File: src/design/gle_pkg.sv
package gle_pkg;

    localparam logic [11:0] CODE_CLEAR  = 12'd256;
    localparam logic [11:0] CODE_EOI    = 12'd257;
    localparam logic [12:0] FIRST_FREE  = 13'd258;
    localparam logic [3:0]  START_WIDTH = 4'd9;
    localparam logic [3:0]  MAX_WIDTH   = 4'd12;
    localparam logic [7:0]  MIN_CODE_SIZE = 8'd8;
    localparam logic [31:0] HASH_MULT   = 32'd2654435761;

    localparam int KEY_W   = 20;
    localparam int CODE_W  = 12;
    localparam int TAG_W   = 8;
    localparam int ENTRY_W = TAG_W + KEY_W + CODE_W;

    typedef enum logic
    {
        CMD_HEADER,
        CMD_CODE
    } gle_cmd_kind_t;

    typedef struct packed
    {
        logic [7:0] pix;
        logic       last;
        logic       first;
    } gle_item_t;

    typedef struct packed
    {
        gle_cmd_kind_t kind;
        logic [11:0]   code;
        logic [3:0]    width;
        logic          last;
    } gle_cmd_t;

endpackage

File: src/design/gle_front.sv
module gle_front (
    input  logic                clk,
    input  logic                rst_n,
    input  logic                in_valid,
    output logic                in_stall,
    input  logic [7:0]          pixel_index,
    input  logic                last_pixel,
    output logic                q_valid,
    input  logic                q_pop,
    output gle_pkg::gle_item_t  q_item
);
    import gle_pkg::*;

    gle_item_t slot_reg [2];
    logic      wr_ptr_reg, wr_ptr_next;
    logic      rd_ptr_reg, rd_ptr_next;
    logic [1:0] count_reg, count_next;
    logic      open_reg, open_next;
    logic      push;
    logic      pop;

    assign in_stall = (count_reg == 2'd2);
    assign push     = in_valid && !in_stall;
    assign q_valid  = (count_reg != 2'd0);
    assign pop      = q_pop && q_valid;
    assign q_item   = slot_reg[rd_ptr_reg];

    always_comb
    begin
        wr_ptr_next = wr_ptr_reg ^ push;
        rd_ptr_next = rd_ptr_reg ^ pop;
        count_next  = count_reg + {1'b0, push} - {1'b0, pop};
        open_next   = push ? !last_pixel : open_reg;
    end

    always_ff @(posedge clk or negedge rst_n)
    begin
        if (!rst_n)
        begin
            wr_ptr_reg <= 1'b0;
            rd_ptr_reg <= 1'b0;
            count_reg  <= 2'd0;
            open_reg   <= 1'b0;
        end
        else
        begin
            wr_ptr_reg <= wr_ptr_next;
            rd_ptr_reg <= rd_ptr_next;
            count_reg  <= count_next;
            open_reg   <= open_next;
        end
    end

    always_ff @(posedge clk)
    begin
        if (push)
        begin
            slot_reg[wr_ptr_reg] <= '{pix: pixel_index, last: last_pixel, first: !open_reg};
        end
    end

endmodule

File: config.mk
export PLATFORM = sky130hd
export DESIGN_NAME = gle_front
export DESIGN_NICKNAME = d
export VERILOG_FILES = /design/src/design/gle_pkg.sv /design/src/design/gle_front.sv
export SDC_FILE = /design/constraint.sdc
export NUM_CORES = 1
export LEC_CHECK = 0
export BUFFER_PORTS_ARGS = -buffer_cell sky130_fd_sc_hd__buf_2
export CORE_MARGIN = 5
export CORE_UTILIZATION = 50
export DETAILED_ROUTE_END_ITERATION = 8
export PLACE_DENSITY = 0.84
export SLEW_MARGIN = 20
export SYNTH_ARGS = -nofsm -noshare
export SYNTH_HDL_FRONTEND = slang
export SYNTH_SLANG_ARGS = --single-unit
File: constraint.sdc
create_clock -name clk -period 1.7 [get_ports clk]
set_input_delay 0 -clock clk [delete_from_list [all_inputs] [get_ports clk]]
set_output_delay 0 -clock clk [all_outputs]
set_load 0.01 [all_outputs]
# After elaboration in Yosys (flattened, before gate mapping)
# Memories as Yosys holds them, arrays and structs flattened.
# Cells that the tools add are included.
# op_classes
bitwise_logic	2
eq_ne	1
add_sub_neg	2
n_reduce_logical	6
n_mux	2
# ops
cell	n
1-bit logical NOT	3
2-bit by 1-bit adder with 2-bit output	1
2-bit equality test, second input constant	1
1-bit logical AND	2
1-bit two-way mux	2
2-bit nonzero test	1
2-bit by 1-bit subtractor with 2-bit output	1
1-bit XOR	2
# totals
mem_bits_rw	20
memories	1
ff_bits	5
# mem_list
name	words	width	read_ports	rd_clocked_by_memory_dff	write_ports	line	rtl
slot_reg	2	10	1	0	1	gle_front.sv:14	gle_item_t slot_reg [2];

# Logic depth before layout (Yosys ltp)
# logic_depth
depth_word	5
ltp_mapped	7
mapped_depth_nobuf	7

# Worst setup path after synthesis
# OpenSTA, ideal clock, no wires.
# synth_timing
path_kind	reg-to-reg
start	register count_reg[1]
end	register count_reg[1]
path_stages_with_launch	8
slack_ns	0.070
required_ns	1.577
period_less_slack_ns	1.630
setup_ns	0.123
t_arrival_ns	1.508
cell_sequence	dfrtp_1 > or2_4 > and2_4 > ha_1 > inv_1 > ha_1 > xnor2_1 > xnor2_1
# synth_between
elab_cells_between_ends	7
classes_between	2 x add/sub; 1 x eq/ne; 4 x reduce/logical
# synth_lines
item	line	rtl
start: declaration	gle_front.sv:17	logic [1:0] count_reg, count_next;
start signal: assignment	gle_front.sv:49	count_reg <= count_next;
2-bit nonzero test	gle_front.sv:24	assign q_valid = (count_reg != 2'd0);
via q_valid	gle_front.sv:8	output logic q_valid,
1-bit logical AND	gle_front.sv:25	assign pop = q_pop && q_valid;
2-bit by 1-bit subtractor with 2-bit output	gle_front.sv:32	count_next = count_reg + {1'b0, push} - {1'b0, pop};
via count_next[1]	gle_front.sv:17	
# The timed path passes the listed nets, and every way through them passes these cells.
# A chain may end at the register's enable or synchronous reset.

# Final worst setup path
# layout_timing
start	register count_reg[0]
end	register count_reg[1]
# layout_between
elab_chain_cells	5
elab_cells_between_ends	7
classes_between	2 x add/sub; 1 x eq/ne; 4 x reduce/logical
# layout_rtl
item	line	rtl
2-bit equality test	gle_front.sv:22	assign in_stall = (count_reg == 2'd2);
1-bit logical NOT	gle_front.sv:23	assign push = in_valid && !in_stall;
1-bit logical AND	gle_front.sv:23	
2-bit by 1-bit adder with 2-bit output	gle_front.sv:32	
2-bit by 1-bit subtractor with 2-bit output *	gle_front.sv:32	
via count_next[1]	gle_front.sv:17	
# The timed path passes the listed nets; every way through them passes the cells marked *.

==> run_results.csv <==
group,metric,value,unit
clock_network,cts_tree,"done",
min_path,min_path_type,"input port to flip-flop",
layout,layout-drive-gt1-share,52.6,%
placement,dp.cells,106,
sta,rsz0062_at_grt,"true",
die,dieArea,2970,sq um
synth,ys_seq_elements,25,
layout,fill_cells,137,
drt,drt_iter0_markers,8,
clock_network,clock_sinks,25,
drt,wire_per_inst,14.3,um
power,p_per_area,1520,nW/um^2
drt,vias_per_cell,4.64,
critical_path,path_class,"flip-flop to flip-flop",
sta,tightestPinTransition,484,ps
global_routing,grtUsageTotal,13.6,%
synth,syn_area_per_cell,18.6,sq um
critical_path,worstPathRequired,1940,ps
sta,fmax,0.611,GHz
synth,yosysSeqAreaShare,73.4,%
synth,ys_warn_count,0,
sta,fin_crit,1640,ps
critical_path,cpMostUsedCell,"ha_4",
layout,nNetsFinal,115,
drt,drt-pass1-iter-count,2,
die,die_y,54.5,um
synth,syn_nets,70,
die,start_util,51.4,%
critical_path,worstPathMaxFanout,2,
global_routing,grt_overflow,0,
sta,finalCritPeriodShare,96.3,%
critical_path,worst_setup_path_end_kind,"flip-flop",
drt,vias,575,
synth,netlist_instances,53,
global_routing,grt_pass1_wl,2720,um
drt,wirelength,1770,um
clock_network,root_buffer,"clkbuf_4",
flow_run,max_cap_viol_count,0,
power,leakagePower,0.000564,uW
status,outcome,"complete, but fails checks",
clock_network,cts_buffer_depth,2,
synth,yosysUniqueCellTypes,13,
sta,worst_clock_skew,4.18,ps
die,num_rows,16,
critical_path,path_cells,"or2_4 > and2_4 > ha_4 > inv_2 > ha_4 > xnor2_2 > xnor2_1",
clock_network,insertion_delay,310,ps
sta,slew_headroom,67.8,%
die,ioPinCount,25,
clock_network,clk_pin_slew,120,ps
critical_path,slowest_stage,"dfrtp_1",
status,violations,"negative hold slack",
critical_path,worstPathArrival,1880,ps
clock_network,cts_made_buffers,3,
sta,hold_viol,1,
die,coreArea,1920,sq um
drt,ant_nets,0,
global_routing,grt_max_degree,14,
die,die_w,54.5,um
critical_path,critPathLaunchType,"flip-flop",
global_routing,grt_pass1_vias,643,
critical_path,cpPeakStageDelay,410,ps
layout,largest_reg_flops,20,
clock_network,cts_max_level,1,
placement,finalWeightedCongestion,0.602,
layout,area_growth,36.7,%
layout,final_cells,124,
sta,slew_violations,0,
sta,setup_viol_count_final,0,
layout,utilization,70.3,%
placement,hpwl,1230,um
sta,holdWs,-5.78,ps
global_routing,grt_antenna_before_repair,0,
synth,synth_area,988,sq um
drt,drcViolationCount,0,
power,peakVddDrop,894,uV
placement,port_buffers,24,
layout,antenna_cells,0,
area by class of cell:
class	instances	area, sq um	area share [%]
inverter	5	18.8	1.39
multi-input combinational	22	272	20.1
sequential	25	726	53.7
timing repair buffer	41	275	20.4
tap	27	33.8	2.50
clock buffer	4	26.3	1.94
cell usage after synthesis:
| cell type | count | area (sq um) |
|---|---|---|
| buf_2 | 1 | 5.00 |
| and2_4 | 1 | 8.76 |
| xor2_1 | 1 | 8.76 |
| or2_4 | 1 | 8.76 |
| mux2_2 | 10 | 113 |
| xnor2_1 | 2 | 17.5 |
| nor2b_2 | 1 | 8.76 |
| ha_1 | 4 | 50.1 |
| edfxtp_1 | 20 | 601 |
| dfrtp_1 | 5 | 125 |
| nand2b_4 | 1 | 13.8 |
| mux2i_1 | 1 | 10.0 |
| inv_1 | 5 | 18.8 |
final timing paths:
| check | start | endpoint | slack (ps) | cells past startpoint |
|---|---|---|---|---|
| setup / recovery | count_reg[0]$_DFF_PN0_ | count_reg[1]$_DFF_PN0_ | 60 | 7 |
| hold / removal | in_valid | open_reg$_DFFE_PN0N_ | -6 | 3 |
| setup reg to reg | count_reg[0]$_DFF_PN0_ | count_reg[1]$_DFF_PN0_ | 60 | 7 |
| hold reg to reg | open_reg$_DFFE_PN0N_ | slot_reg[0][0]$_DFFE_PP_ | 580 | 1 |
| max in group asynchronous | rst_n | wr_ptr_reg$_DFF_PN0_ | 1550 | 2 |
| min in group asynchronous | rst_n | count_reg[0]$_DFF_PN0_ | 10 | 2 |
routing by layer:
metal / GRT usage, % / part of all wire, % / vias up
met2: 28.5 / 56 / 18
li1: - / - / 278
met4: 4.98 / 1.5 / 0
met5: 0 / 0 / -
met1: 12.1 / 37 / 277
met3: 3.00 / 6.0 / 2
metrics by stage:
stage          setup slack (ps)  TNS (ps)  hold slack (ps)  area [sq um]  total power (uW)
6_report                   62.6         0            -5.78          1350              2050
2_1_floorplan              69.5         0             -296           988              1420
4_1_cts                    11.2         0             2.10          1330              2030
5_1_grt                   -3.85     -3.85             13.4          1350              2190
3_3_place_gp               76.3         0             -179          1160              1630
3_5_place_dp              -35.8     -35.8             -177          1160              1690
worst max-delay path: cells and delay by family (launching register included):
kind | cells | cell delay (ps)
xor gates and xnor gates | 2 | 300
DFF | 1 | 410
buffers and inverters | 1 | 40
and+or+nand+nor | 2 | 410
adders and majority gates | 2 | 400
where the power goes:
part,switching [uW],internal [uW]
clock network,161,91.7
logic,362,462
registers,109,861
total,633,1410
cells in the final DEF, fill, tap and decap left out, types with 2 or more instances in the layout:
master	count
clkbuf_4	3
mux2_2	10
ha_4	2
inv_1	4
edfxtp_1	20
ha_1	2
buf_4	6
buf_2	24
dfrtp_1	5
dlygate4sd3_1	11
logic make-up after synthesis:
| kind of cell | Yosys count | synth area share, % |
|---|---|---|
| XOR/XNOR | 3 | 2.66 |
| adder cells (fa/ha/maj) | 4 | 5.06 |
| buffers and inverters | 6 | 2.40 |
| flip-flops | 25 | 73.4 |
| multiplexers | 11 | 12.4 |
| AND/OR/NAND/NOR | 4 | 4.05 |
what timing repair did:
action / 4_1_cts / 5_1_grt
gates resized for setup: 2 / 3
hold buffers: 12 / 0
endpoints found under the setup margin: 1 / 2
pin swaps: 0 / 6
buffers inserted: 2 / 1
endpoints found under the hold margin: 25 / 0
(Power assumes the default switching activity.)
