## config.mk

```make
export PLATFORM = sky130hd
export DESIGN_NAME = gle_packer
export DESIGN_NICKNAME = d
export VERILOG_FILES = /design/src/design/gle_pkg.sv /design/src/design/gle_packer.sv
export SDC_FILE = /design/constraint.sdc
export NUM_CORES = 1
export LEC_CHECK = 0
export BUFFER_PORTS_ARGS = -buffer_cell sky130_fd_sc_hd__buf_2
export CAP_MARGIN = 5
export CORE_UTILIZATION = 40
export DETAILED_ROUTE_END_ITERATION = 12
export GPL_TIMING_DRIVEN = 0
export PLACE_DENSITY_LB_ADDON = 0.08
export SETUP_SLACK_MARGIN = 0.3
export SLEW_MARGIN = 10
export SYNTH_ARGS = -nofsm -noshare
export SYNTH_HDL_FRONTEND = slang
export SYNTH_SLANG_ARGS = --single-unit
```

## constraint.sdc

```tcl
create_clock -name clk -period 1.9 [get_ports clk]
set_input_delay 0.38 -clock clk [delete_from_list [all_inputs] [get_ports clk]]
set_output_delay 0.38 -clock clk [all_outputs]
set_load 0.03 [all_outputs]
```

## src/design/gle_pkg.sv

```systemverilog
package gle_pkg;

    localparam logic [11:0] CODE_CLEAR  = 12'd256;
    localparam logic [11:0] CODE_EOI    = 12'd257;
    localparam logic [12:0] FIRST_FREE  = 13'd258;
    localparam logic [3:0]  START_WIDTH = 4'd9;
    localparam logic [3:0]  MAX_WIDTH   = 4'd12;
    localparam logic [7:0]  MIN_CODE_SIZE = 8'd8;
    localparam logic [31:0] HASH_MULT   = 32'd2654435761;

    localparam int KEY_W   = 20;
    localparam int CODE_W  = 12;
    localparam int TAG_W   = 8;
    localparam int ENTRY_W = TAG_W + KEY_W + CODE_W;

    typedef enum logic
    {
        CMD_HEADER,
        CMD_CODE
    } gle_cmd_kind_t;

    typedef struct packed
    {
        logic [7:0] pix;
        logic       last;
        logic       first;
    } gle_item_t;

    typedef struct packed
    {
        gle_cmd_kind_t kind;
        logic [11:0]   code;
        logic [3:0]    width;
        logic          last;
    } gle_cmd_t;

endpackage

```

## src/design/gle_packer.sv

```systemverilog
module gle_packer #(
    parameter int SUB_BLOCK_BYTES = 255
) (
    input  logic              clk,
    input  logic              rst_n,
    input  logic              cmd_valid,
    output logic              cmd_ready,
    input  gle_pkg::gle_cmd_t cmd,
    output logic              out_valid,
    input  logic              out_stall,
    output logic [7:0]        out_byte,
    output logic              byte_role,
    output logic              sub_block_end,
    output logic              frame_done
);
    import gle_pkg::*;

    logic [18:0] acc_reg, acc_next;
    logic [4:0]  cnt_reg, cnt_next;
    logic        flush_reg, flush_next;
    logic        hdr_reg, hdr_next;
    logic [7:0]  fill_reg, fill_next;
    logic        valid_reg, valid_next;
    logic [7:0]  byte_reg, byte_next;
    logic        role_reg, role_next;
    logic        end_reg, end_next;
    logic        done_reg, done_next;
    logic        out_free;
    logic        emit;
    logic        final_byte;
    logic [8:0]  fill_inc;

    assign cmd_ready     = !hdr_reg && (cnt_reg < 5'd8) && !flush_reg;
    assign out_free      = !valid_reg || !out_stall;
    assign out_valid     = valid_reg;
    assign out_byte      = byte_reg;
    assign byte_role     = role_reg;
    assign sub_block_end = end_reg;
    assign frame_done    = done_reg;
    assign fill_inc      = {1'b0, fill_reg} + 9'd1;

    always_comb
    begin
        acc_next   = acc_reg;
        cnt_next   = cnt_reg;
        flush_next = flush_reg;
        hdr_next   = hdr_reg;
        fill_next  = fill_reg;
        valid_next = valid_reg && out_stall;
        byte_next  = byte_reg;
        role_next  = role_reg;
        end_next   = end_reg;
        done_next  = done_reg;
        emit       = 1'b0;
        final_byte = 1'b0;

        if (out_free)
        begin
            if (hdr_reg)
            begin
                hdr_next   = 1'b0;
                valid_next = 1'b1;
                byte_next  = MIN_CODE_SIZE;
                role_next  = 1'b0;
                end_next   = 1'b0;
                done_next  = 1'b0;
            end
            else if (cnt_reg >= 5'd8)
            begin
                emit       = 1'b1;
                final_byte = flush_reg && (cnt_reg == 5'd8);
                acc_next   = acc_reg >> 8;
                cnt_next   = cnt_reg - 5'd8;
            end
            else if (flush_reg && cnt_reg != 5'd0)
            begin
                emit       = 1'b1;
                final_byte = 1'b1;
                acc_next   = '0;
                cnt_next   = '0;
            end
        end

        if (emit)
        begin
            valid_next = 1'b1;
            byte_next  = acc_reg[7:0];
            role_next  = 1'b1;
            done_next  = final_byte;
            if (final_byte)
            begin
                end_next   = 1'b1;
                fill_next  = '0;
                flush_next = 1'b0;
            end
            else if (fill_inc >= 9'(SUB_BLOCK_BYTES))
            begin
                end_next  = 1'b1;
                fill_next = '0;
            end
            else
            begin
                end_next  = 1'b0;
                fill_next = fill_inc[7:0];
            end
        end

        if (cmd_valid && cmd_ready)
        begin
            case (cmd.kind)
                CMD_HEADER:
                begin
                    hdr_next = 1'b1;
                end
                CMD_CODE:
                begin
                    acc_next   = acc_reg | ({7'd0, cmd.code} << cnt_reg[2:0]);
                    cnt_next   = cnt_reg + {1'b0, cmd.width};
                    flush_next = cmd.last;
                end
                default:
                begin
                    hdr_next = hdr_reg;
                end
            endcase
        end
    end

    always_ff @(posedge clk or negedge rst_n)
    begin
        if (!rst_n)
        begin
            acc_reg   <= '0;
            cnt_reg   <= '0;
            flush_reg <= 1'b0;
            hdr_reg   <= 1'b0;
            fill_reg  <= '0;
            valid_reg <= 1'b0;
        end
        else
        begin
            acc_reg   <= acc_next;
            cnt_reg   <= cnt_next;
            flush_reg <= flush_next;
            hdr_reg   <= hdr_next;
            fill_reg  <= fill_next;
            valid_reg <= valid_next;
        end
    end

    always_ff @(posedge clk)
    begin
        byte_reg <= byte_next;
        role_reg <= role_next;
        end_reg  <= end_next;
        done_reg <= done_next;
    end

endmodule

```

Word-level counts from Yosys, hierarchy flattened:

Cells that the tools add are included.

* word-level logic and storage cells: 75
* input port bits: 22
* output and inout bits: 13
* bits in registers: 46

* order comparisons: 3
* equal/unequal tests: 1
* shift operators: 1
* reduce and logical (&&, ||, !) cells: 16
* add/sub/neg operators: 3
* bitwise gates (word level): 1
* mux-type cells: 40

Operator list (number)
* $mux 19: 6
* $mux 8: 5
* $mux 5: 6
* $mux 1: 23
* $or 19x19->19: 1
* $shl 12x3->19: 1
* $add 8x1->9 const B: 1
* $ge 9x8->1 const B: 1
* $logic_and 1x1->1: 6
* $add 5x4->5: 1
* $eq 5x4->1 const B: 1
* $ge 5x4->1 const B: 1
* $lt 5x4->1 const B: 1
* $reduce_bool 5->1: 1
* $sub 5x4->5 const B: 1
* $logic_not 1->1: 4
* $reduce_and 2->1: 2
* $reduce_bool 2->1: 2
* $logic_or 1x1->1: 1

Longest topological paths before layout:

Gate-level depths: netlist (run 1).

* word-level depth: 10
* mapped depth: 8
* depth with buffers taken out: 8

Least setup slack after synthesis (run 1):

Ideal clock, no wire load.

* kind: flip-flop to flip-flop
* start: register cnt_reg[3]
* end: register acc_reg[3]
* required time: 1.773 ns
* buffers on the path: 1
* library setup time: 0.127 ns
* slack: -0.590 ns
* period minus slack after synthesis: 2.490 ns
* arrival time: 2.363 ns
* stages on the path, launching flop included: 9
* cells stage by stage: dfrtp_1 inv_1 ha_1 nor3b_1 and3_1 nor3_1 buf_2 a222oi_1 inv_1

* elaborated cells on any way between the ends: 13
* those cells by class: order compare (2); mux (6); reduce/logical (5)

RTL lines
* start, declared: line gle_packer.sv:19 `logic [4:0] cnt_reg, cnt_next;`
* start signal, assigned: line gle_packer.sv:143 `cnt_reg <= cnt_next;`
* $lt 5x4->1: line gle_packer.sv:33 `assign cmd_ready = !hdr_reg && (cnt_reg < 5'd8) && !flush_reg;`
* $logic_and 1x1->1 (2 in a row): line gle_packer.sv:33
* net cmd_ready: line gle_packer.sv:7 `output logic cmd_ready,`
* $logic_and 1x1->1: line gle_packer.sv:108 `if (cmd_valid && cmd_ready)`
* $mux 19: line gle_packer.sv:108
* net acc_next[3]: line gle_packer.sv:18 `logic [18:0] acc_reg, acc_next;`
* end signal, assigned: line gle_packer.sv:142 `acc_reg <= acc_next;`
* end, declared: line gle_packer.sv:18

The timed path passes the listed nets, and every way through them passes these cells.
A chain may end at the register's enable or synchronous reset.

Worst setup path in the final report (run 1):

* start: register cnt_reg[1]
* end: register acc_reg[2]

* cells in the longest elaborated chain, start to end: 8
* elaborated cells on any way between the ends: 15
* those cells by class: order compare (2); shift (1); mux (6); bitwise (1); reduce/logical (5)

Ends and longest elaborated chain (line)
* branches (longest 7 deep; another with $ge 5x4->1)
* $mux 19 (*): gle_packer.sv:108
* net acc_next[2]: gle_packer.sv:18

Mark *: on every way through the listed nets, which the timed path passes.

==> results of run 1 <==
[cell usage in the layout, fill, tap and decap left out, drive strengths merged, types with 10 or more instances in the layout]
master	instances
a21oi	14
buf	77
clkbuf	12
dfrtp	35
edfxtp	10
inv	14
mux2i	12
nand2	31
nand3	10
nor2	22
o21ai	16
[worst paths after layout]
path / start / to / slack [ps]
max in group asynchronous: rst_n / cnt_reg[2]$_DFF_PN0_ / 1170
setup / recovery: cnt_reg[1]$_DFF_PN0_ / acc_reg[2]$_DFF_PN0_ / 30
min in group clk: cmd[0] / flush_reg$_DFF_PN0_ / 310
setup reg to reg: cnt_reg[1]$_DFF_PN0_ / acc_reg[2]$_DFF_PN0_ / 30
hold reg to reg: byte_role$_SDFFE_PP1P_ / byte_role$_SDFFE_PP1P_ / 450
hold / removal: rst_n / fill_reg[3]$_DFFE_PN0P_ / 160
[layout make-up]
class / instances / area share [%]
multi-input combinational: 191 / 44.3
buffer: 12 / 3.28
timing repair buffer: 72 / 13.6
sequential: 46 / 31.9
clock inverter: 3 / 1.19
inverter: 14 / 1.53
clock buffer: 5 / 1.82
tap: 75 / 2.49
[cells by family after synthesis]
group | after synthesis | share of synthesized area (%)
compound gates | 72 | 19.2
fa+ha+maj | 8 | 4.16
flops | 46 | 46.3
simple gates | 90 | 16.6
buf+inv | 26 | 4.31
xor+xnor | 4 | 1.35
mux | 17 | 8.13
[power by group through the flow]
stage,clock network (µW),logic [µW],registers [µW]
after floorplan,0,1770,1930
after global placement,0,2600,1730
after detailed placement,0,2620,1740
after CTS,756,3490,1710
after global routing,810,4470,1790
final,742,4130,1740
[worst max-delay path, delay by kind of cell, from the launching register on]
kind,cells,cell delay (ps)
buffers and inverters,1,150
and+or+nand+nor,2,450
AOI/OAI and AO/OA,3,700
DFF,1,450
[stage by stage]
stage	instance area, µm²	setup TNS (ps)	total power [µW]	instances
detailed placement	2910	-3080	4360	372
CTS	3430	0	5960	403
global placement	2910	-3180	4330	372
finish	3770	0	6610	418
floorplan	2640	-39.1	3690	263
global route	3770	-74.9	7070	418
[timing repair]
item | in CTS | in global routing
gates resized for setup | 58 | 53
pin swaps | 24 | 21
gates cloned | 1 | 0
hold buffers | 0 | 0
endpoints found under the setup margin | 55 | 56
setup buffers | 22 | 15
[metal layers]
layer	up-vias	GRT usage (%)
met5	-	0
met4	0	5.26
met3	5	2.97
met2	44	32.5
met1	1070	31.4
li1	1114	-
==> flow_summary.toml, run 1 <==
[yosys]
synthTopCellsByArea = "dfrtp_1, edfxtp_1, mux2i_1, nand2_1, ha_1"
synth.distinct_cells = 51
synth_edf_count = 10
synthFlopType = "dfrtp_1"
synth.top_cell.area_share_pct = 33.9
post-synth-top-count-cell = "dfrtp_1"
syn_avg_cell_area_um2 = 9.83
synth_commonest_cells = "dfrtp_1, nand2_1, nor2_1"
synth-seq-cells = 46
syn-cell-area_um2 = 2590
yosysSeqAreaShare_pct = 46.3
synth_nets = 293
synth_cells = 263
yosysWarningCount = 0
yosys.area.top_type = "dfrtp_1"
postSynth.asyncResetShare_pct = 76.1

[sta]
setup_viol = 0
drv_slew = 0
finalWorstSetupSlack_ps = 26.2
relSlewSlack_pct = 45.9
tightest_slew_ps = 812
finalCritPeriodShare_pct = 98.6
whs_ps = 162
fmax_mhz = 534
fin_crit_ps = 1870
fin_worst_skew_ps = 4.51
finalHoldViolations = 0
rsz0062_at_grt = "yes"

[power]
p_int_uw = 3790
ir_worst_vdd_mv = 0.901
seq_power_share_pct = 26.3
p_clk_share_pct = 11.2
power.share.combinational_pct = 62.5
power.switching_uw = 2820
p_per_area_nw_per_um2 = 1750
leakage_uw = 0.00160
swShare_pct = 42.6

[clocking]
clkSlewWorstSetupHoldPaths_ps = 90
clk_path_buf_depth = 2
clockRootBuffer = "clkbuf_8"
ctsHtreeMaxLevel = 2
cts_buffers = 5
clkLatencyLatePin_ps = 300
cts_tree = "done"
clock_sinks = 46

[routing]
viasPerCell = 5.34
routed_wl_um = 6560
firstDrtPassIters = 4
drc = 0
wl_met1_um = 3210
wl_met2_um = 3110
num_vias = 2233
postRouteAntennaNets = 0
wl_met3_um = 184
maxUsedRoutingLayer = "met4"
wl_per_cell_um = 15.7
drtIter0Drc = 86

[worst_setup_path]
slowest_delay_ps = 450
crit_slowest_cell = "dfrtp_2"
crit_fanout = 7
start_kind = "register"
required_ps = 2090
cp.arrival_ps = 2060
crit_chain = "nor4_4 -> a21boi_4 -> a21oi_4 -> nand2_8 -> buf_4 -> a221o_1"
critPathKind = "reg2reg"
end_kind = "register"
ff2ff_path_depth = 6

[floorplanning]
die_h_um = 82.4
dieArea_um2 = 6790
rows = 28
dieWidth_um = 82.4
io_pins = 35
start_util_pct = 42.7
core_area_um2 = 6060

[layout]
drive_gt1_share_pct = 48.4
seq_area_um2 = 1200
antennaDiodeCount = 0
utilization_pct = 62.3
layout.nets = 372
num-fill-cells = 502
multi_input_area_um2 = 1670
largest_reg_flops = 19
syn_to_final_growth_pct = 45.9

[global_routing]
grt_first_pass_wirelength_um = 10800
antenna_found_initial = 0
grt_pass1_vias = 2128
overflow = 0
grt_max_degree = 36
grt_use_total_pct = 21.2

[place]
io_buffers = 34
gp_congestion = 0.823
hpwl_um = 4270
pre_cts_ws_ps = -229

[outcome]
status = "finished clean"

[hold_path]
holdCritPathClass = "in2async"

[flow_run]
cap_violations = 0
(Power assumes the default switching activity.)
==> run 2: changes to the inputs <==
--- a/config.mk
+++ b/config.mk
@@ -8,6 +8,7 @@
 export BUFFER_PORTS_ARGS = -buffer_cell sky130_fd_sc_hd__buf_2
 export CAP_MARGIN = 5
 export CORE_UTILIZATION = 40
+export CTS_BUF_LIST = sky130_fd_sc_hd__clkbuf_4
 export DETAILED_ROUTE_END_ITERATION = 12
 export GPL_TIMING_DRIVEN = 0
 export PLACE_DENSITY_LB_ADDON = 0.08
==> constraint.sdc (replaced) <==
create_clock -name clk -period 1.9 [get_ports clk]
set_input_delay 0.38 -clock clk [delete_from_list [all_inputs] [get_ports clk]]
set_output_delay 0.38 -clock clk [all_outputs]
set_load 0.1 [all_outputs]
==> run 2 against run 1 <==
Net effect:
- the flow now finishes with violations (negative setup slack)
- wire length is 6.4% higher
- highest routed layer unchanged
- sequential power hardly changed
- design area is 5.8% higher
- largest power group unchanged
- flip-flop and latch count stayed put
- critical path depth stayed put
- die area stayed put
- clock-buffer cell count stayed put
- sequential share of layout area is 1.6 points lower
- first-iteration DRC count is 34% lower
- global-route usage is 0.68 points higher
- clock skew is 7.1 ps higher
- clock power is 33% lower
==> flow_summary.toml, run 2 (same netlist as run 1, synthesis figures left out) <==
[outcome]
status = "complete, but fails checks"
violations = "negative setup slack"

[worst_setup_path]
start_kind = "register"
cp_num_buf_inv = 2
crit_fanout = 6
reg2reg_slack_ps = -40
critPathKind = "reg2reg"
required_ps = 2030
cp.arrival_ps = 2070
end_kind = "register"
crit_slowest_cell = "or4_4"
slowest_delay_ps = 600
cp_top_family = "simple AND/OR/NAND/NOR gates"
crit_chain = "or4_4 -> nand2_4 -> buf_6 -> a21o_4 -> buf_12 -> nand2_8"

[clocking]
clockRootBuffer = "clkbuf_4"
clkLatencyLatePin_ps = 370
clk_path_buf_depth = 2
clock_sinks = 46
clkSlewWorstSetupHoldPaths_ps = 150
cts_buffers = 5
ctsHtreeMaxLevel = 2
holdBufCountCts = 0
cts_tree = "done"

[floorplanning]
rows = 28
dieWidth_um = 82.4
core_area_um2 = 6060
dieArea_um2 = 6790
io_pins = 35
die_h_um = 82.4
start_util_pct = 42.7

[sta]
finalCritPeriodShare_pct = 102
finalWorstSetupSlack_ps = -40.8
rsz0062_at_grt = "yes"
finalHoldViolations = 0
fin_worst_skew_ps = 11.6
fmax_mhz = 515
setup_viol = 14
relSlewSlack_pct = 44.7
fin_crit_ps = 1940
drv_slew = 0
tightest_slew_ps = 830

[place]
io_buffers = 34
gp_congestion = 0.831
place_inst = 372
place_area_um2 = 2920
hpwl_um = 4290

[global_routing]
overflow = 0
grt_first_pass_wirelength_um = 11100
grt_use_total_pct = 21.9
antenna_found_initial = 0
grt_pass1_vias = 2225
grt_max_degree = 36

[layout]
layout_common_cells = "buf_2, dfrtp_1, buf_4"
layout.nets = 381
largest_reg_flops = 19
antennaDiodeCount = 0
finalNonFillerCells = 427
syn_to_final_growth_pct = 54.3
final_area_um2 = 3990
drive_gt1_share_pct = 55.4
final_common_cell = "buf_2"
num-fill-cells = 479

[hold_path]
holdCritPathClass = "in2async"

[routing]
routed_wl_um = 6980
drtIter0Drc = 57
num_vias = 2333
viasPerCell = 5.46
wl_per_cell_um = 16.4
drc = 0
postRouteAntennaNets = 0
firstDrtPassIters = 4

[flow_run]
cap_violations = 0

[power]
leakage_uw = 0.00169
p_per_area_nw_per_um2 = 1950
ir_worst_vdd_mv = 1.26
[run 2: worst paths after layout]
path                                             endpoint                    from  cells past startpoint
worst max-delay path            out_byte[1]$_SDFFCE_PN0P_    cnt_reg[4]$_DFF_PN0_                      6
worst min-delay path              fill_reg[1]$_DFFE_PN0P_                   rst_n                      1
worst max register to register  out_byte[1]$_SDFFCE_PN0P_    cnt_reg[4]$_DFF_PN0_                      6
worst min register to register     byte_role$_SDFFE_PP1P_  byte_role$_SDFFE_PP1P_                      2
max in group asynchronous             out_valid$_DFF_PN0_                   rst_n                      1
min in group clk                        hdr_reg$_DFF_PN0_                 cmd[17]                      2
[run 2: cell type report]
type	instances	area [µm²]	area share, %
buffer	12	131	3.29
clock buffer	5	37.5	0.940
timing repair buffer	80	662	16.6
multi-input combinational	192	1780	44.6
clock inverter	3	25.0	0.627
inverter	14	55.1	1.38
tap	75	93.8	2.35
sequential	46	1210	30.3
[run 2: timing repair]
action	4_1_cts	5_1_grt
gates cloned	5	0
endpoints found under the setup margin	57	56
pin swaps	15	33
gates resized for setup	81	74
setup buffers	25	17
[run 2: per-layer routing]
metal | part of all wire, % | vias to the layer above | wire (µm) | global-route usage [%]
met1 | 46 | 1115 | 3220 | 30.4
met4 | 1.8 | 0 | 125 | 7.37
li1 | - | 1137 | - | -
met5 | 0 | - | 0 | 0
met3 | 4.4 | 11 | 308 | 2.97
met2 | 48 | 70 | 3330 | 35.0
[run 2: per-stage QoR]
stage | TNS (ps) | power [µW] | util [%] | hold WS [ps] | setup WS (ps)
after floorplan | -12500 | 4420 | - | 84.4 | -598
after global placement | -3570 | 5050 | 48.1 | 429 | -260
after detailed placement | -3560 | 5090 | 48.1 | 435 | -283
after CTS | -80.3 | 6910 | 58.4 | 95.6 | -41.1
after global routing | -1590 | 8280 | 65.9 | 124 | -108
final | -427 | 7780 | 65.9 | 83.8 | -40.8
[run 2: worst reg2reg max path, cell delays in order, from the launching register on]
cell     delay, ps
dfrtp_2        470
or4_4          600
nand2_4        120
buf_6          100
a21o_4         180
buf_12         170
nand2_8         70
[run 2: power breakdown]
group | switching [µW] | internal (µW)
clock network | 348 | 152
logic | 3130 | 2380
registers | 325 | 1450
total | 3800 | 3980
==> run 3: changes to the inputs <==
--- a/config.mk
+++ b/config.mk
@@ -5,10 +5,12 @@
 export SDC_FILE = /design/constraint.sdc
 export NUM_CORES = 1
 export LEC_CHECK = 0
+export ABC_AREA = 1
 export BUFFER_PORTS_ARGS = -buffer_cell sky130_fd_sc_hd__buf_2
 export CAP_MARGIN = 5
 export CORE_UTILIZATION = 40
 export CTS_BUF_LIST = sky130_fd_sc_hd__clkbuf_4
+export CTS_CLUSTER_DIAMETER = 50
 export DETAILED_ROUTE_END_ITERATION = 12
 export GPL_TIMING_DRIVEN = 0
 export PLACE_DENSITY_LB_ADDON = 0.08
==> run 3 against run 2 <==
Net effect:
- the run now ends clean
- critical path depth decreased by 1
- wire length shrank 0.82%
- synthesized area increased by 8.6%
- worst hold slack got worse by 4.1 ps
- final cell count increased by 28%
- clock power decreased by 1%
- combinational power fell by 99%
- fmax rose by 6.8%
- worst setup slack improved by 120 ps
- synthesized cell count increased by 38%
- highest routed layer unchanged
- largest cell class unchanged
- core utilization fell by 9.6 points
==> flow_summary.toml, run 3 <==
[outcome]
status = "finished clean"

[layout]
layout_common_cells = "nand2_1, inv_1, buf_2"
utilization_pct = 56.3
syn_to_final_growth_pct = 36.2
finalNonFillerCells = 545
antennaDiodeCount = 0
drive_gt1_share_pct = 34.7
layout.nets = 478
final_common_cell = "nand2_1"
largest_reg_flops = 19
num-fill-cells = 640

[sta]
whs_ps = 79.7
fin_crit_ps = 1820
finalCritPeriodShare_pct = 95.6
setup_viol = 0
fmax_mhz = 550
finalHoldViolations = 0
fin_worst_skew_ps = 20.4
relSlewSlack_pct = 46.3
drv_slew = 0
finalWorstSetupSlack_ps = 82.7
tightest_slew_ps = 805
rsz0062_at_grt = "yes"

[power]
ir_worst_vdd_mv = 0.216
power.switching_uw = 394
leakage_uw = 0.00176
seq_power_share_pct = 63.6
p_clk_share_pct = 31.3
p_int_uw = 1190
power.share.combinational_pct = 5.1
swShare_pct = 24.9
p_per_area_nw_per_um2 = 413

[worst_setup_path]
ff2ff_path_depth = 11
crit_slowest_cell = "dfrtp_2"
crit_chain = "inv_2 -> ha_4 -> inv_2 -> nor3_4 -> buf_12"
slowest_delay_ps = 440
rr_startpoint = "cnt_reg[3]$_DFF_PN0_"
reg2reg_slack_ps = 90
cp_common_cell = "inv_2"
cp_top_family = "flip-flops"
cp_num_buf_inv = 3
required_ps = 1520
crit_fanout = 3
cp.arrival_ps = 1440
critPathKind = "reg2out"
end_kind = "output pin"
r2r_end = "acc_reg[15]$_DFF_PN0_"
start_kind = "register"

[floorplanning]
die_h_um = 85.8
io_pins = 35
core_area_um2 = 6790
dieWidth_um = 85.8
start_util_pct = 41.3
dieArea_um2 = 7360
rows = 30

[global_routing]
grt_max_degree = 36
grt_use_total_pct = 19.7
grt_first_pass_wirelength_um = 11300
antenna_found_initial = 0
overflow = 0
grt_pass1_vias = 2367

[yosys]
synth_nets = 394
synth.top_cell.area_share_pct = 31.2
synthTopCellsByArea = "dfrtp_1, nand2_1, edfxtp_1, inv_1, nand3_1"
synth.distinct_cells = 40
yosysSeqAreaShare_pct = 42.6
synth-seq-cells = 46
yosys.area.top_type = "dfrtp_1"
synthFlopType = "dfrtp_1"
syn-cell-area_um2 = 2810
syn_avg_cell_area_um2 = 7.71
post-synth-top-count-cell = "nand2_1"
synth_cells = 364
synth_commonest_cells = "nand2_1, inv_1, dfrtp_1"
synth_edf_count = 10
yosysWarningCount = 0
postSynth.asyncResetShare_pct = 76.1

[place]
gp_congestion = 0.800
io_buffers = 34
hpwl_um = 4580
pre_cts_ws_ps = -27.4
place_inst = 494

[routing]
routed_wl_um = 6930
wl_per_cell_um = 12.7
firstDrtPassIters = 4
drc = 0
postRouteAntennaNets = 0
num_vias = 2626
drtIter0Drc = 167
viasPerCell = 4.82

[flow_run]
cap_violations = 0

[clocking]
cts_tree = "done"
clockRootBuffer = "clkbuf_4"
clk_path_buf_depth = 2
ctsHtreeMaxLevel = 2
clock_sinks = 46
clkLatencyLatePin_ps = 370
cts_buffers = 5
clkSlewWorstSetupHoldPaths_ps = 150
holdBufCountCts = 0

[hold_path]
holdCritPathClass = "in2async"
[run 3: changes by cell type in the layout (fill, tap and decap cells not counted), sizes merged, moves of 6 or more]
cell,previous run,this run
nand3,10,33
nand4,1,11
o21ai,16,28
nand2,32,113
nor2,22,28
mux2i,12,3
and2,7,0
a22oi,7,0
or2,0,6
inv,15,52
[run 3: worst max-delay path by stage]
stage	start	depth (start not counted)	end	slack, ps
after detailed placement	cnt_reg[1]$_DFF_PN0_	7	cnt_reg[4]$_DFF_PN0_	-30
after global placement	cnt_reg[1]$_DFF_PN0_	7	cnt_reg[4]$_DFF_PN0_	-9
after global routing	cnt_reg[3]$_DFF_PN0_	11	acc_reg[15]$_DFF_PN0_	-5
final	cnt_reg[3]$_DFF_PN0_	5	cmd_ready	80
after floorplan	cnt_reg[4]$_DFF_PN0_	9	acc_reg[9]$_DFF_PN0_	-520
after CTS	cnt_reg[3]$_DFF_PN0_	5	cmd_ready	80
[run 3: final cells by class]
class / instances / area [µm²] / area share [%]
clock buffer: 5 / 37.5 / 0.981
multi-input combinational: 257 / 1520 / 39.8
inverter: 52 / 215 / 5.63
clock inverter: 3 / 25.0 / 0.654
buffer: 11 / 111 / 2.91
sequential: 46 / 1210 / 31.5
timing repair buffer: 75 / 587 / 15.3
tap: 96 / 120 / 3.14
[run 3: repair_timing]
| item | 4_1_cts | 5_1_grt |
|---|---|---|
| setup buffers | 26 | 9 |
| setup endpoints to repair | 55 | 46 |
| gates cloned | 6 | 2 |
| pin swaps | 12 | 11 |
| gates resized for setup | 34 | 26 |
[run 3: routing by layer]
| metal | vias to the layer above | part of all wire (%) | global-route usage (%) |
|---|---|---|---|
| li1 | 1349 | - | - |
| met1 | 1201 | 51 | 29.1 |
| met2 | 70 | 45 | 30.8 |
| met3 | 6 | 3.2 | 2.60 |
| met4 | 0 | 1.0 | 4.70 |
| met5 | - | 0 | 0 |
[run 3: cells by family after synthesis]
logic type	Yosys count	synth area share [%]
AOI/OAI and AO/OA	50	9.45
adders and majority gates	8	3.83
xor gates and xnor gates	1	0.312
and+or+nand+nor	193	32.7
DFF	46	42.6
muxes	3	1.07
buffers and inverters	63	10.1
[run 3: metrics by stage]
step	TNS (ps)	instance area, µm²	total power [µW]
detailed placement	-27.4	3180	1100
finish	0	3820	1580
global route	-4.81	3820	1650
floorplan	-11720	2890	1050
global placement	-9.30	3180	1110
CTS	0	3640	1600
[run 3: power by group through the flow]
stage	Sequential (µW)	Clock, µW	Combinational (µW)
after floorplan	1020	0	29.6
after global routing	1000	549	93.4
final	1000	494	81.0
after CTS	1000	518	81.7
after detailed placement	1020	0	80.9
after global placement	1020	0	81.1
